File: src/snm_div_pipe.sv
`timescale 1ns / 1ps

// Fractional divider, one quotient bit per register stage:
// o_quot = floor(i_rem * 2^QUOT_W / i_den), valid while i_rem < i_den.
module snm_div_pipe #(
    parameter int QUOT_W = 19,
    parameter int DEN_W  = 19,
    parameter int SIDE_W = 1
) (
    input  logic               i_clk,
    input  logic               i_rst_n,
    input  logic               i_en,
    input  logic               i_valid,
    input  logic [DEN_W-1:0]   i_rem,
    input  logic [DEN_W-1:0]   i_den,
    input  logic [SIDE_W-1:0]  i_side,
    output logic               o_valid,
    output logic [QUOT_W-1:0]  o_quot,
    output logic [SIDE_W-1:0]  o_side
);

    logic                r_v    [QUOT_W];
    logic [DEN_W-1:0]    r_rem  [QUOT_W];
    logic [DEN_W-1:0]    r_den  [QUOT_W];
    logic [QUOT_W-1:0]   r_quot [QUOT_W];
    logic [SIDE_W-1:0]   r_side [QUOT_W];

    for (genvar k = 0; k < QUOT_W; k++) begin : g_stage
        logic              w_v;
        logic [DEN_W-1:0]  w_rem;
        logic [DEN_W-1:0]  w_den;
        logic [QUOT_W-1:0] w_quot;
        logic [SIDE_W-1:0] w_side;
        logic [DEN_W:0]    w_two;
        logic [DEN_W:0]    w_diff;
        logic              w_ge;

        if (k == 0) begin : g_first
            assign w_v    = i_valid;
            assign w_rem  = i_rem;
            assign w_den  = i_den;
            assign w_quot = '0;
            assign w_side = i_side;
        end else begin : g_next
            assign w_v    = r_v[k-1];
            assign w_rem  = r_rem[k-1];
            assign w_den  = r_den[k-1];
            assign w_quot = r_quot[k-1];
            assign w_side = r_side[k-1];
        end

        assign w_two  = {w_rem, 1'b0};
        assign w_ge   = (w_two >= {1'b0, w_den});
        assign w_diff = w_two - {1'b0, w_den};

        always_ff @(posedge i_clk) begin
            if (!i_rst_n) begin
                r_v[k] <= 1'b0;
            end else if (i_en) begin
                r_v[k] <= w_v;
            end
        end

        always_ff @(posedge i_clk) begin
            if (i_en) begin
                r_rem[k]  <= w_ge ? w_diff[DEN_W-1:0] : w_two[DEN_W-1:0];
                r_den[k]  <= w_den;
                r_quot[k] <= {w_quot[QUOT_W-2:0], w_ge};
                r_side[k] <= w_side;
            end
        end
    end

    assign o_valid = r_v[QUOT_W-1];
    assign o_quot  = r_quot[QUOT_W-1];
    assign o_side  = r_side[QUOT_W-1];

endmodule

File: config.mk
export PLATFORM = sky130hd
export DESIGN_NAME = snm_div_pipe
export DESIGN_NICKNAME = d
export VERILOG_FILES = /design/src/snm_div_pipe.sv
export SDC_FILE = /design/constraint.sdc
export NUM_CORES = 1
export LEC_CHECK = 0
export ABC_AREA = 1
export BUFFER_PORTS_ARGS = -buffer_cell sky130_fd_sc_hd__buf_4
export CAP_MARGIN = 5
export CORE_ASPECT_RATIO = 1.1
export CORE_MARGIN = 2
export CORE_UTILIZATION = 50
export DETAILED_ROUTE_END_ITERATION = 8
export PLACE_DENSITY = 0.65
export SYNTH_ARGS = -nofsm -noshare
export SYNTH_HDL_FRONTEND = slang
export SYNTH_SLANG_ARGS = --single-unit
File: constraint.sdc
create_clock -name i_clk -period 2.87 [get_ports i_clk]
set_clock_uncertainty 0.05 [all_clocks]
set_input_delay 0.1435 -clock i_clk [delete_from_list [all_inputs] [get_ports i_clk]]
set_output_delay 0.1435 -clock i_clk [all_outputs]
set_load 0.05 [all_outputs]
---- After elaboration in Yosys (flattened, before gate mapping) ----
Memories as Yosys holds them, arrays and structs flattened.
Cells that the tools add are included.
cells by class
  mux-type cells .......................... 43
  add/subtract/negate cells ............... 19
  bitwise logic cells ..................... 19
  $lt $le $gt $ge ......................... 19
operators with widths
  cell                                                            number
  20-bit by 19-bit greater-or-equal comparator with 1-bit output  19
  19-bit two-way mux                                              19
  19-bit subtractor                                               19
  1-bit two-way mux                                               24
  1-bit OR                                                        19
storage, ports and cells
  output and inout port bits .............. 21
  bits in registers ....................... 0
  RAM bits ................................ 1121
  memories kept ........................... 5
  logic and storage cells ................. 105
  bits of input ports ..................... 43
memory list
  name    depth  width  rd ports  clocked after memory_dff  wr ports  RTL line  source
  r_den   19     19     18        0                         19        24        logic [DEN_W-1:0] r_den [QUOT_W];
  r_quot  19     19     19        0                         19        25        logic [QUOT_W-1:0] r_quot [QUOT_W];
  r_rem   19     19     18        0                         19        23        logic [DEN_W-1:0] r_rem [QUOT_W];
  r_side  19     1      19        0                         19        26        logic [SIDE_W-1:0] r_side [QUOT_W];
  r_v     19     1      19        0                         19        22        logic r_v [QUOT_W];

---- Longest topological paths before layout ----
  depth after elaboration ................. 4
  depth in mapped cells ................... 14
  gate-level depth less buffers ........... 13

---- Least setup slack after synthesis ----
Ideal clock, no wire load.
  path type ............................... register to register
  from .................................... memory r_rem[9][0]
  to ...................................... memory r_rem[10][12], data pin
  clock period less this slack ............ 2.088 ns
  data arrival time ....................... 1.786 ns
  setup slack ............................. 0.782 ns
  required time ........................... 2.568 ns
  path buffers ............................ 2
  stages on the path, launching flop included .. 12
  setup time .............................. 0.252 ns
  path through ............................ edfxtp_1 fa_1 nand3_1 nand3_1 nand3_1 nand3_1 nand2_1 nand2_2 buf_6 buf_6 nand2_1 nand2_1
RTL lines
  element             RTL line
  start: declaration  23

==> run metrics <==
Worst Tran Pin Value=0.753 ns; met2 routed wirelength=63,700 um; most common cell in the netlist=nand2_1; Root Buffer=clkbuf_16; Power Density=1030 nW/um^2; flops & latches, synth=912; area fraction of the dominant cell type after synthesis=50.4%; Syn-to-layout area delta=10.7%; sequential power share=34.8%; Crit path required time=3.25 ns; clk buf depth=3; peak supply drop=0.000607 V; RR Endpoint=r_rem[13][6]; vias=41,200; P_leak=29.1 nW; fmax=371 MHz; Setup CP Type=register to register; Tcrit/Tclk final=94.0%; Initial DRC Count=3,409; Max stage delay cell, worst path=fa_1; CTS Buf Count=98; Commonest cells post-synth=2,379 x nand2_1, 1,000 x inv_1, 911 x edfxtp_1; dominant cell type by area after synthesis=edfxtp_1; final setup fails=0; TNS Setup=0 ns; clock slew at reported path FFs=0.06 ns; Unique masters post-synth=34; first-pass GRT wire length=214,000 um; clock power share=20.2%; nature of the critical path startpoint=register; H-tree depth=3; Tot GR Track Use=24.3%; DRC=0; Met1 Wirelength=61,200 um; FP Rows=126; Core ar.=108,000 sq um; Psw=25.9 mW; Switching Share=41.7%; PortBufs=63; end of the worst hold path=r_rem[0][0]; antenna violations before repair=0; metal3 WL=6680 um; Internal=36.1 mW; Max Cap Viol=0; Post-synth EDFFs=911; sequential share of the synthesized area=50.4%; Layout Nets=7,013; hpwl dp=106,000 um; Rel. slew slack=49.7%; post-layout min period=2.70 ns; worst hold path type=input pin to register; Worst Min Path Start=i_rem[18]; DR pass1 iterations=6; clock latency at the later pin of the worst-skew pair=0.68 ns; Critical Path Max Stage Delay=0.51 ns; delay-heaviest family, CP=simple AND/OR/NAND/NOR gates; worst path arrival time=3.07 ns; syn avg cell area=8.50 sq um; ys flop type=edfxtp_1; Mapped Nets=6,813; worst path buffer plus inverter count=2; routability cong.=0.952; die area=111,000 sq um; WL/cell=16.7 um; Max FO, Critical Path=12; Highest Signal Layer=met4; pins over their slew limit=0; most used cell, CP=nand2_1; vias in the first global route=39,700; Avg Vias per Cell=5.10; Yosys warning count=0; Post-Syn Area=54,300 sq um; power share of the combinational group=44.9%; CTS tree=done; largest net degree at the start of global routing=134; Critical Path, Cell by Cell=inv_1 -> fa_1 -> nand3_1 -> nand3_1 -> nand2_1 -> nand3_1 -> nand2_1 -> nand2_2 -> buf_4 -> nand2_1 -> nand2_1; Hold Path Cell Cnt=7; worst flop-to-flop path startpoint=r_den[12][0]; CTS Sinks=912; # IOs=64; grt ovf=0; RSZ-0062 raised after global routing=no; CP Launch Point=r_den[12][0]; final core utilization=55.9%; final WL=135,000 um; Reg2Reg Depth=11; outcome=finished, final reports clean; Worst setup EP type=register; r2r setup slk=0.17 ns; antenna-violating nets left=0; layout cells sized above 1=5.41%; Synth area leaders=edfxtp_1 50%, nand2_1 16%, ha_1 8.3%, inv_1 6.9%, nand3_1 3.9%; Die Height=350 um; final hold violation count=0; Initial Utilization=50.5%; Async S/R FF share, synth=0%; Die W=318 um; Mapped Cells=6,392
[cells in the final DEF, fill, tap and decap left out, types with 6 or more instances in the layout]
cell type	netlist	final
inv_1	1000	1000
a21oi_1	237	237
nor2_1	439	439
and2_1	6	6
ha_1	360	360
clkinv_1	0	12
inv_2	22	21
clkbuf_16	0	100
clkbuf_1	1	19
fa_1	18	18
nand2_2	33	33
inv_6	0	7
dlygate4sd3_1	0	41
nand4_1	15	15
nor3_1	90	90
xnor2_1	24	24
clkinv_2	0	18
bufinv_16	0	8
nor2_2	32	32
nand3b_1	72	72
clkinvlp_4	0	6
o21ai_0	67	67
o21a_1	17	17
nand3_1	428	428
o21bai_1	6	6
nand2_1	2379	2379
edfxtp_1	911	911
clkinv_4	0	7
xor2_1	156	156
and3_1	12	12
buf_12	0	10
buf_4	17	104
[worst min-delay path, stage by stage]
cell	delay [ns]
buf_4	0.08
nor2_1	0.03
nand2_1	0.05
nor2_1	0.04
nand2_2	0.06
inv_2	0.15
nor2_1	0.13
[worst max-delay path by stage]
stage	to	slack, ns	cells past startpoint
after floorplan	r_rem[10][12]	0.78	11
after global placement	r_rem[13][0]	0.12	10
after detailed placement	r_rem[13][0]	0.14	10
after CTS	r_rem[13][0]	0.11	10
after global routing	r_rem[2][0]	0.02	10
final	r_rem[13][6]	0.17	11
[registers in the layout, indices dropped and copies added, names as in the netlist]
signal,count
r_v,19
r_rem,342
r_side,19
r_quot,190
r_den,342
[final cells by class]
type / instances / area, sq um
tap: 1408 / 1760
fill: 9906 / 47400
clock buffer: 122 / 2620
multi-input combinational: 4402 / 22600
timing repair buffer: 156 / 1410
inverter: 1022 / 3840
antenna: 1 / 2.50
clock inverter: 60 / 579
sequential: 912 / 27400
[per-stage QoR]
stage | area, sq um | power, mW | hold slack, ns | setup WS [ns] | cells
2_1_floorplan | 54300 | 42.1 | 0.192 | 0.782 | 6392
3_3_place_gp | 56500 | 49.2 | 0.273 | 0.121 | 7859
3_5_place_dp | 56500 | 49.3 | 0.276 | 0.135 | 7859
4_1_cts | 60100 | 62.2 | 0.0411 | 0.111 | 8082
5_1_grt | 60100 | 67.2 | 0.117 | 0.0208 | 8082
6_report | 60100 | 62.0 | 0.0897 | 0.171 | 8083
[layer usage]
layer	vias up	GRT usage [%]
li1	21000	-
met1	19000	33.3
met2	1029	40.9
met3	198	2.54
met4	0	7.23
met5	-	0
[power groups by stage]
stage	Clock, mW	Sequential, mW	Combinational (mW)
after floorplan	0	20.6	21.5
after global placement	0	21.9	27.3
after detailed placement	0	21.8	27.5
after CTS	12.9	21.6	27.7
after global routing	13.4	21.8	32.0
final	12.5	21.6	27.9
[repair_timing]
item | CTS | global route
hold buffers | 41 | 0
hold endpoints to repair | 77 | 0
buffers inserted | 0 | 0
resized for setup | 0 | 2
setup endpoints to repair | 0 | 11
[kinds of logic after synthesis]
| family | Yosys count | share of synthesized area [%] |
|---|---|---|
| AND/OR/NAND/NOR | 3515 | 26.5 |
| buffers and inverters | 1078 | 8.08 |
| flip-flops | 912 | 50.4 |
| adder cells (fa/ha/maj) | 378 | 8.95 |
| AO/OA/AOI/OAI | 329 | 3.15 |
| XOR/XNOR | 180 | 2.90 |
(Power assumes the default switching activity.)
