[config.mk]
export PLATFORM = sky130hd
export DESIGN_NAME = snm_sqrt_pipe
export DESIGN_NICKNAME = d
export VERILOG_FILES = /design/src/snm_sqrt_pipe.sv
export SDC_FILE = /design/constraint.sdc
export NUM_CORES = 1
export LEC_CHECK = 0
export BUFFER_PORTS_ARGS = -buffer_cell sky130_fd_sc_hd__clkbuf_2
export CAP_MARGIN = 10
export CORE_ASPECT_RATIO = 1.2
export CORE_MARGIN = 2
export CORE_UTILIZATION = 40
export DETAILED_ROUTE_END_ITERATION = 7
export GPL_TIMING_DRIVEN = 1
export PLACE_DENSITY = 0.63
export REMOVE_ABC_BUFFERS = 1
export SYNTH_ARGS = -nofsm -noshare
export SYNTH_HDL_FRONTEND = slang
export SYNTH_SLANG_ARGS = --single-unit
[constraint.sdc]
create_clock -name i_clk -period 2.6 [get_ports i_clk]
set_input_delay 0.13 -clock i_clk [delete_from_list [all_inputs] [get_ports i_clk]]
set_output_delay 0.13 -clock i_clk [all_outputs]
set_load 0.005 [all_outputs]
[src/snm_sqrt_pipe.sv]
`timescale 1ns / 1ps

// Integer square root, one result bit per register stage.
module snm_sqrt_pipe #(
    parameter int RAD_W  = 38,
    parameter int SIDE_W = 1
) (
    input  logic                 i_clk,
    input  logic                 i_rst_n,
    input  logic                 i_en,
    input  logic                 i_valid,
    input  logic [RAD_W-1:0]     i_rad,
    input  logic [SIDE_W-1:0]    i_side,
    output logic                 o_valid,
    output logic [RAD_W/2-1:0]   o_root,
    output logic [SIDE_W-1:0]    o_side
);

    localparam int ROOT_W = RAD_W / 2;

    logic                r_v    [ROOT_W];
    logic [RAD_W-1:0]    r_rad  [ROOT_W];
    logic [ROOT_W+1:0]   r_rem  [ROOT_W];
    logic [ROOT_W-1:0]   r_root [ROOT_W];
    logic [SIDE_W-1:0]   r_side [ROOT_W];

    for (genvar k = 0; k < ROOT_W; k++) begin : g_stage
        logic              w_v;
        logic [RAD_W-1:0]  w_rad;
        logic [ROOT_W+1:0] w_rem;
        logic [ROOT_W-1:0] w_root;
        logic [SIDE_W-1:0] w_side;
        logic [ROOT_W+1:0] w_acc;
        logic [ROOT_W+1:0] w_trial;
        logic              w_ge;

        if (k == 0) begin : g_first
            assign w_v    = i_valid;
            assign w_rad  = i_rad;
            assign w_rem  = '0;
            assign w_root = '0;
            assign w_side = i_side;
        end else begin : g_next
            assign w_v    = r_v[k-1];
            assign w_rad  = r_rad[k-1];
            assign w_rem  = r_rem[k-1];
            assign w_root = r_root[k-1];
            assign w_side = r_side[k-1];
        end

        assign w_acc   = {w_rem[ROOT_W-1:0], w_rad[RAD_W-1:RAD_W-2]};
        assign w_trial = {w_root, 2'b01};
        assign w_ge    = (w_acc >= w_trial);

        always_ff @(posedge i_clk) begin
            if (!i_rst_n) begin
                r_v[k] <= 1'b0;
            end else if (i_en) begin
                r_v[k] <= w_v;
            end
        end

        always_ff @(posedge i_clk) begin
            if (i_en) begin
                r_rad[k]  <= w_rad << 2;
                r_rem[k]  <= w_ge ? (w_acc - w_trial) : w_acc;
                r_root[k] <= {w_root[ROOT_W-2:0], w_ge};
                r_side[k] <= w_side;
            end
        end
    end

    assign o_valid = r_v[ROOT_W-1];
    assign o_root  = r_root[ROOT_W-1];
    assign o_side  = r_side[ROOT_W-1];

endmodule

After elaboration in Yosys (flattened, before gate mapping)
Memory sizes are Yosys's and may differ from the RTL's.
Cells that the tools add are included.
Widths: inputs -> output; s select.
{"block": "word_totals", "output_inout_bits": 21, "mem_count": 5, "ramBits": 1482, "input_bits": 43, "regBits": 0}
{"memory": "r_rad", "depth": 19, "word_bits": 36, "read_ports": 18, "rd_ports_with_merged_regs": 0, "write_ports": 19, "line_no": "22", "text": "logic [RAD_W-1:0] r_rad [ROOT_W];"}
{"memory": "r_rem", "depth": 19, "word_bits": 21, "read_ports": 18, "rd_ports_with_merged_regs": 0, "write_ports": 19, "line_no": "23", "text": "logic [ROOT_W+1:0] r_rem [ROOT_W];"}
{"memory": "r_root", "depth": 19, "word_bits": 19, "read_ports": 19, "rd_ports_with_merged_regs": 0, "write_ports": 19, "line_no": "24", "text": "logic [ROOT_W-1:0] r_root [ROOT_W];"}
{"memory": "r_side", "depth": 19, "word_bits": 1, "read_ports": 19, "rd_ports_with_merged_regs": 0, "write_ports": 19, "line_no": "25", "text": "logic [SIDE_W-1:0] r_side [ROOT_W];"}
{"memory": "r_v", "depth": 19, "word_bits": 1, "read_ports": 19, "rd_ports_with_merged_regs": 0, "write_ports": 19, "line_no": "21", "text": "logic r_v [ROOT_W];"}
{"block": "classes", "n_bitwise": 19, "muxes": 43, "order_cmp": 19, "add_sub_neg": 19}
{"operator": "$mux 21", "count": 19}
{"operator": "$ge 21x21->1", "count": 18}
{"operator": "$sub 21x21->21", "count": 18}
{"operator": "$mux 1", "count": 24}
{"operator": "$or 1x1->1", "count": 19}
{"operator": "$sub 2x1->3 const B", "count": 1}
{"operator": "$ge 2x1->1 const B", "count": 1}

Depth between registers and ports, before layout
Gate-level depths: netlist (run 1).
{"block": "depth", "word_depth": 4, "mapped_depth": 13, "mapped_depth_nobuf": 10}

Least setup slack after synthesis (run 1)
Ideal clock, no wire load.
{"block": "synth_timing", "path_type": "register -> register", "start": "memory r_rem[6][4] in the netlist's numbering", "end": "memory r_rem[7][17] in the netlist's numbering (data pin)", "setup_slack_ns": -0.058, "arrival_time_ns": 2.396, "setup_time_ns": 0.262, "synth_period_minus_slack_ns": 2.658, "path_stages_with_launch": 10, "path_cell_list": "edfxtp_1 -> ha_1 -> a21o_1 -> a21o_1 -> a22o_1 -> or2_1 -> buf_2 -> or4b_4 -> nor3b_2 -> xor2_1"}
{"item": "start: declaration", "line_no": "23"}

==> impl_metrics.json, run 1 <==
{
  "status": "finished with violations",
  "grt_max_degree": 120,
  "hp-class": "input pin to flip-flop",
  "path_class": "flip-flop to flip-flop",
  "critPathTopFamily": "compound AO/OA/AOI/OAI gates",
  "seqPwrFrac_pct": 46.5,
  "fin_tns_setup_ns": -0.0707,
  "worst_slew_pin_slew_ns": 0.692,
  "cap_violations": 0,
  "cts-root-buf": "clkbuf_16",
  "grt_pass1_wl_mm": 122,
  "vdd_drop_max_mv": 0.605,
  "synth_cell_types": 83,
  "ys_ff_latch": 890,
  "dp_slack_ns": -0.249,
  "power.density_cell_area_nw_per_um2": 797,
  "hold_start": "i_rad[24]",
  "routed_wl_mm": 77.7,
  "dieHeight_um": 354,
  "synth-edff-count": 889,
  "cts_tree": "yes",
  "synthCells": 3103,
  "first_global_vias": 25408,
  "critical_path_required_ns": 3.01,
  "rsz0062_at_grt": "yes",
  "synth.cell_area_um2": 40800,
  "yosysMostFrequentCell": "edfxtp_1",
  "cp_max_fo": 6,
  "drc": 0,
  "fin_skew_ns": 0.0645,
  "dp_cells": 4812,
  "slew_headroom_pct": 53.3,
  "drtIter0Drc": 1261,
  "ys_warn_count": 0,
  "yosysSeqAreaShare_pct": 65.4,
  "p_sw_share_pct": 26.4,
  "path_cells": "ha_1 -> buf_4 -> o21ai_0 -> a21oi_2 -> o2111ai_2 -> o2111ai_2 -> a31oi_4 -> buf_12 -> mux2_4",
  "setup_viol": 5,
  "cts.htree.levels": 3,
  "comb_power_share_pct": 20.5,
  "core_area_um2": 101000,
  "period_needed_ns": 2.63,
  "io_buffers": 63,
  "hold_viol": 0,
  "rr_worst_depth": 9,
  "drive_above_1_share_pct": 22.3,
  "synth.area.top_cells": "edfxtp_1 65%, ha_1 6.4%, xor2_1 2.5%, inv_1 2.5%, o21ai_0 2.4%",
  "die_w_um": 296,
  "ff2ff_setup_slack_ns": -0.03,
  "max_stage_delay_ns": 0.41,
  "cts_inserted_buffers": 91,
  "worst_skew_pair.late_latency_ns": 0.67,
  "die_area_um2": 105000,
  "fillers": 8656,
  "routedWlPerCell_um": 15.3,
  "clkPwrFrac_pct": 33.0,
  "crit_buf_inv": 2,
  "num_rows": 128,
  "gr-usage-all-layers_pct": 14.5,
  "p_leak_nw": 19.7,
  "r2r_end": "r_rem[17][3]",
  "synthArstFlopShare_pct": 0,
  "violations": "negative setup slack",
  "area_growth_pct": 23.8,
  "synth.avg_cell_area_um2": 13.2,
  "path_common_cell": "o2111ai_2",
  "dpl.hpwl_mm": 54.2,
  "dr.pass1.iters": 5,
  "max_freq_ghz": 0.380,
  "cp.arrival_ns": 3.04,
  "num_io_pins": 64,
  "clock-sinks": 890,
  "diodes": 0,
  "maxSlewViolCount": 0,
  "clk_path_buf_depth": 3,
  "finalCritPeriodShare_pct": 101,
  "via_per_inst": 4.96,
  "synth_top_area_share_pct": 65.4,
  "synth_area_leader_cell": "edfxtp_1",
  "fin_ws_ns": -0.0349,
  "num-nets-final": 3893,
  "endpoint_kind": "flip-flop",
  "ys_top_cells_by_count": "889 x edfxtp_1, 272 x inv_1, 210 x ha_1",
  "p_int_mw": 29.7,
  "vias": 25210,
  "grt-ovfl-total": 0,
  "cp-start-kind": "flip-flop",
  "whs_ns": 0.185,
  "finalCoreUtilization_pct": 49.9,
  "start_util_pct": 40.3,
  "p_switching_mw": 10.6,
  "gp_congestion": 0.884,
  "synth-main-ff-cell": "edfxtp_1",
  "r2r_start": "r_rem[16][3]",
  "path_clk_slew_ns": 0.06,
  "hold_depth": 2,
  "critPathSlowestCell": "edfxtp_1",
  "min_to": "r_rad[0][24]",
  "fin_cells": 5080,
  "postRouteAntennaNets": 0,
  "antenna_found_initial": 1
}
[placed cells by master, fill, tap and decap left out, drive strengths merged, types with 9 or more instances in the layout]
cell type,count
xor2,117
ha,210
o31ai,27
a31oi,21
nor2,170
edfxtp,889
a211oi,13
or2,20
o211ai,17
nor3b,10
dlygate4sd3,43
clkinv,40
nand4,27
xnor2,109
nand2,205
a21oi,168
nand2b,49
a21o,57
and3,35
clkbuf,170
a21boi,9
o21a,38
nor3,74
nor4,37
bufinv,13
or3,31
mux2,21
inv,274
buf,396
nor2b,35
o41ai,9
o21ai,195
nand3,39
o21bai,10
[repair_timing]
action / 4_1_cts / 5_1_grt
endpoints found under the setup margin: 142 / 173
pin swaps: 35 / 74
hold endpoints to repair: 54 / 0
buffers inserted: 9 / 44
gates resized for setup: 88 / 154
hold buffers: 43 / 0
cloned: 2 / 4
[state kept, by name (all words and copies together), names as in the netlist]
| signal | flops |
|---|---|
| r_rad | 342 |
| r_rem | 320 |
| r_root | 190 |
| r_side | 19 |
| r_v | 19 |
[metrics by stage]
step           area (um^2)  power, mW
6_report             50600       40.3
5_1_grt              50600       42.3
4_1_cts              49400       40.2
3_5_place_dp         45400       26.3
3_3_place_gp         45400       26.2
2_1_floorplan        40600       23.2
[final cells by class]
| type | count | area (um^2) | area share [%] |
|---|---|---|---|
| flip-flops and latches | 890 | 26700 | 52.8 |
| multi-input cells | 1879 | 14000 | 27.6 |
| repair buffers | 506 | 4050 | 8.01 |
| clock buffers | 105 | 2330 | 4.61 |
| well taps | 1365 | 1710 | 3.38 |
| inverters | 272 | 1020 | 2.03 |
| clock inverters | 63 | 756 | 1.49 |
[power groups by stage]
stage,clock network (mW),logic [mW],registers (mW)
after floorplan,0,4.55,18.7
after global placement,0,7.22,19.0
after detailed placement,0,7.29,19.0
after CTS,13.7,7.75,18.7
after global routing,14.3,9.12,18.9
final,13.3,8.27,18.7
[worst register-to-register path: cells and delay by family, from the launching register on]
kind            cells  cell delay (ns)
compound gates      5             1.02
flops               1             0.41
buf+inv             2             0.34
fa+ha+maj           1             0.33
mux                 1             0.29
[metal layers]
| metal | GRT usage [%] | part of all wire (%) | up-vias |
|---|---|---|---|
| met5 | 0 | 0 | - |
| met4 | 7.57 | 4.8 | 0 |
| met3 | 2.25 | 3.0 | 200 |
| met2 | 27.8 | 55 | 415 |
| met1 | 14.8 | 37 | 12017 |
| li1 | - | - | 12578 |
[how the worst max path moves through the flow]
stage          slack (ns)    startpoint  cells after the start       endpoint
2_1_floorplan       -1.37  r_rem[14][0]                      8   r_rem[15][7]
3_3_place_gp        -0.20  r_rem[14][0]                      8  r_rem[15][18]
3_5_place_dp        -0.25   r_rem[8][0]                      9    r_rem[9][5]
4_1_cts             -0.07   r_rem[9][3]                      7  r_rem[10][16]
5_1_grt              -0.1  r_rem[16][3]                      9   r_rem[17][3]
6_report            -0.03  r_rem[16][3]                      9   r_rem[17][3]
[logic make-up (layout without fill, tap and decap cells)]
family	after synthesis	in the layout	synth area share [%]
flip-flops	890	890	65.4
AO/OA/AOI/OAI	634	634	9.72
buffers and inverters	334	946	3.15
multiplexers	29	29	0.775
other	1	1	0.00918
XOR/XNOR	226	226	4.85
adder cells (fa/ha/maj)	210	210	6.43
AND/OR/NAND/NOR	779	779	9.66
No activity file was read; power rests on OpenSTA's default activity.
==> inputs of run 2 (changes only) <==
--- a/config.mk
+++ b/config.mk
@@ -14,6 +14,7 @@
 export GPL_TIMING_DRIVEN = 1
 export PLACE_DENSITY = 0.63
 export REMOVE_ABC_BUFFERS = 1
+export SETUP_SLACK_MARGIN = 0.2
 export SYNTH_ARGS = -nofsm -noshare
 export SYNTH_HDL_FRONTEND = slang
 export SYNTH_SLANG_ARGS = --single-unit
==> run 2 against run 1 <==
Against the previous run: the flow still finishes with violations (negative setup slack); count of clock-buffer cells in the layout is the same; clock skew is essentially flat; utilization grew 4.0 points; first-iteration DRC count shrank 2.1%; critical path depth grew 2; routed wire length grew 7.8%; non-clock buffer count grew 149; flip-flop and latch count is the same; critical path type unchanged; largest power group unchanged.
==> impl_metrics.json, run 2 (synthesis results as in run 1) <==
{
  "status": "finished with violations",
  "violations": "negative setup slack",
  "setup_viol": 24,
  "finalPower_mw": 42.2,
  "max_freq_ghz": 0.361,
  "path_clk_slew_ns": 0.06,
  "top_layer_used": "met4",
  "dp_slack_ns": -0.249,
  "cp_max_fo": 6,
  "num_io_pins": 64,
  "postRouteAntennaNets": 0,
  "cts_tree": "yes",
  "vias": 26271,
  "grt-ovfl-total": 0,
  "fin_skew_ns": 0.0647,
  "cts-root-buf": "clkbuf_16",
  "seq_area_um2": 26700,
  "cp.arrival_ns": 3.18,
  "start_util_pct": 40.3,
  "clk_path_buf_depth": 3,
  "dieHeight_um": 354,
  "num-nets-final": 4043,
  "grt_max_degree": 120,
  "finalCritPeriodShare_pct": 107,
  "path_class": "flip-flop to flip-flop",
  "multi_input_area_um2": 16300,
  "vdd_drop_max_mv": 0.609,
  "maxSlewViolCount": 0,
  "io_buffers": 63,
  "hold_viol": 0,
  "worst_slew_pin_slew_ns": 0.713,
  "power.density_cell_area_nw_per_um2": 773,
  "cts.htree.levels": 3,
  "dr.pass1.iters": 5,
  "gr-usage-all-layers_pct": 15.2,
  "endpoint_kind": "flip-flop",
  "layout_common_cells": "889 x edfxtp_1, 431 x buf_4, 247 x inv_1",
  "wl_met2_mm": 46.5,
  "cts_inserted_buffers": 91,
  "diodes": 0,
  "p_leak_nw": 21.2,
  "fin_area_um2": 54600,
  "drive_above_1_share_pct": 34.2,
  "largest_reg_flops": 342,
  "fillers": 8117,
  "routedWlPerCell_um": 16.0,
  "area_growth_pct": 33.7,
  "grt_pass1_wl_mm": 129,
  "worst_skew_pair.late_latency_ns": 0.68,
  "core_area_um2": 101000,
  "met3_length_mm": 2.58,
  "wl_met1_mm": 30.3,
  "rsz0062_at_grt": "yes",
  "top_regs": "r_rad x342, r_rem x320, r_root x190",
  "whs_ns": 0.183,
  "fin_ws_ns": -0.174,
  "clock-sinks": 890,
  "first_global_vias": 26477,
  "cap_violations": 0,
  "critical_path_required_ns": 3.01,
  "die_area_um2": 105000,
  "routed_wl_mm": 83.8,
  "dpl.hpwl_mm": 54.2,
  "drtIter0Drc": 1234,
  "period_needed_ns": 2.77,
  "top_register": "r_rad",
  "cp-start-kind": "flip-flop",
  "die_w_um": 296,
  "slew_headroom_pct": 52.3,
  "place_area_um2": 45400,
  "via_per_inst": 5.02,
  "fin_tns_setup_ns": -2.16,
  "final_common_cell": "edfxtp_1",
  "num_rows": 128,
  "hp-class": "input pin to flip-flop",
  "antenna_found_initial": 0,
  "gp_congestion": 0.884,
  "drc": 0
}
run 2: cell types whose count changed in the layout (fill, tap and decap cells not counted), sizes merged:
| cell | previous run | this run |
|---|---|---|
| and3 | 35 | 36 |
| buf | 396 | 545 |
| bufbuf | 0 | 1 |
| clkbuf | 170 | 171 |
| clkdlybuf4s15 | 2 | 0 |
run 2: what timing repair did:
| item | in CTS | in global routing |
|---|---|---|
| pin swaps | 184 | 175 |
| buffers inserted | 85 | 102 |
| gates cloned | 13 | 7 |
| setup endpoints to repair | 244 | 273 |
| hold buffers | 43 | 0 |
| resized for setup | 485 | 409 |
| endpoints found under the hold margin | 54 | 0 |
run 2: stage by stage:
stage	util [%]	instances
finish	53.9	5230
global route	53.9	5230
CTS	51.1	5121
detailed placement	44.7	4812
global placement	44.7	4812
floorplan	-	3041
run 2: critical path, stage by stage, from the launching register on:
cell,delay (ns)
edfxtp_1,0.44
ha_4,0.30
nand4_1,0.16
nor4_2,0.30
buf_4,0.16
nand4_1,0.12
buf_4,0.19
o31ai_4,0.18
buf_6,0.14
a31oi_4,0.05
buf_12,0.19
mux2_4,0.29
run 2: metal layers:
metal  global-route usage (%)  vias to the layer above
met5                        0                        -
met2                     29.3                      477
met1                     15.4                    12687
met4                     8.40                        0
li1                         -                    12879
met3                     2.34                      228
run 2: area by class of cell:
class | count | area share, %
clock buffer | 105 | 4.27
tap | 1365 | 3.13
inverter | 272 | 1.89
sequential | 890 | 48.9
clock inverter | 63 | 1.38
multi-input combinational | 1880 | 29.9
timing repair buffer | 655 | 10.5
run 2: final timing paths:
path	start	endpoint	slack [ns]	cells past startpoint
min reg2reg	r_rad[9][28]	r_rad[10][30]	0.40	0
max	r_rem[16][5]	r_rem[17][3]	-0.17	11
min	i_rad[32]	r_rad[0][32]	0.18	2
max reg2reg	r_rem[16][5]	r_rem[17][3]	-0.17	11
run 2: report_power, final:
part | switching [mW] | internal (mW)
logic | 4.97 | 5.04
registers | 0.983 | 17.9
clock network | 5.56 | 7.79
total | 11.5 | 30.7
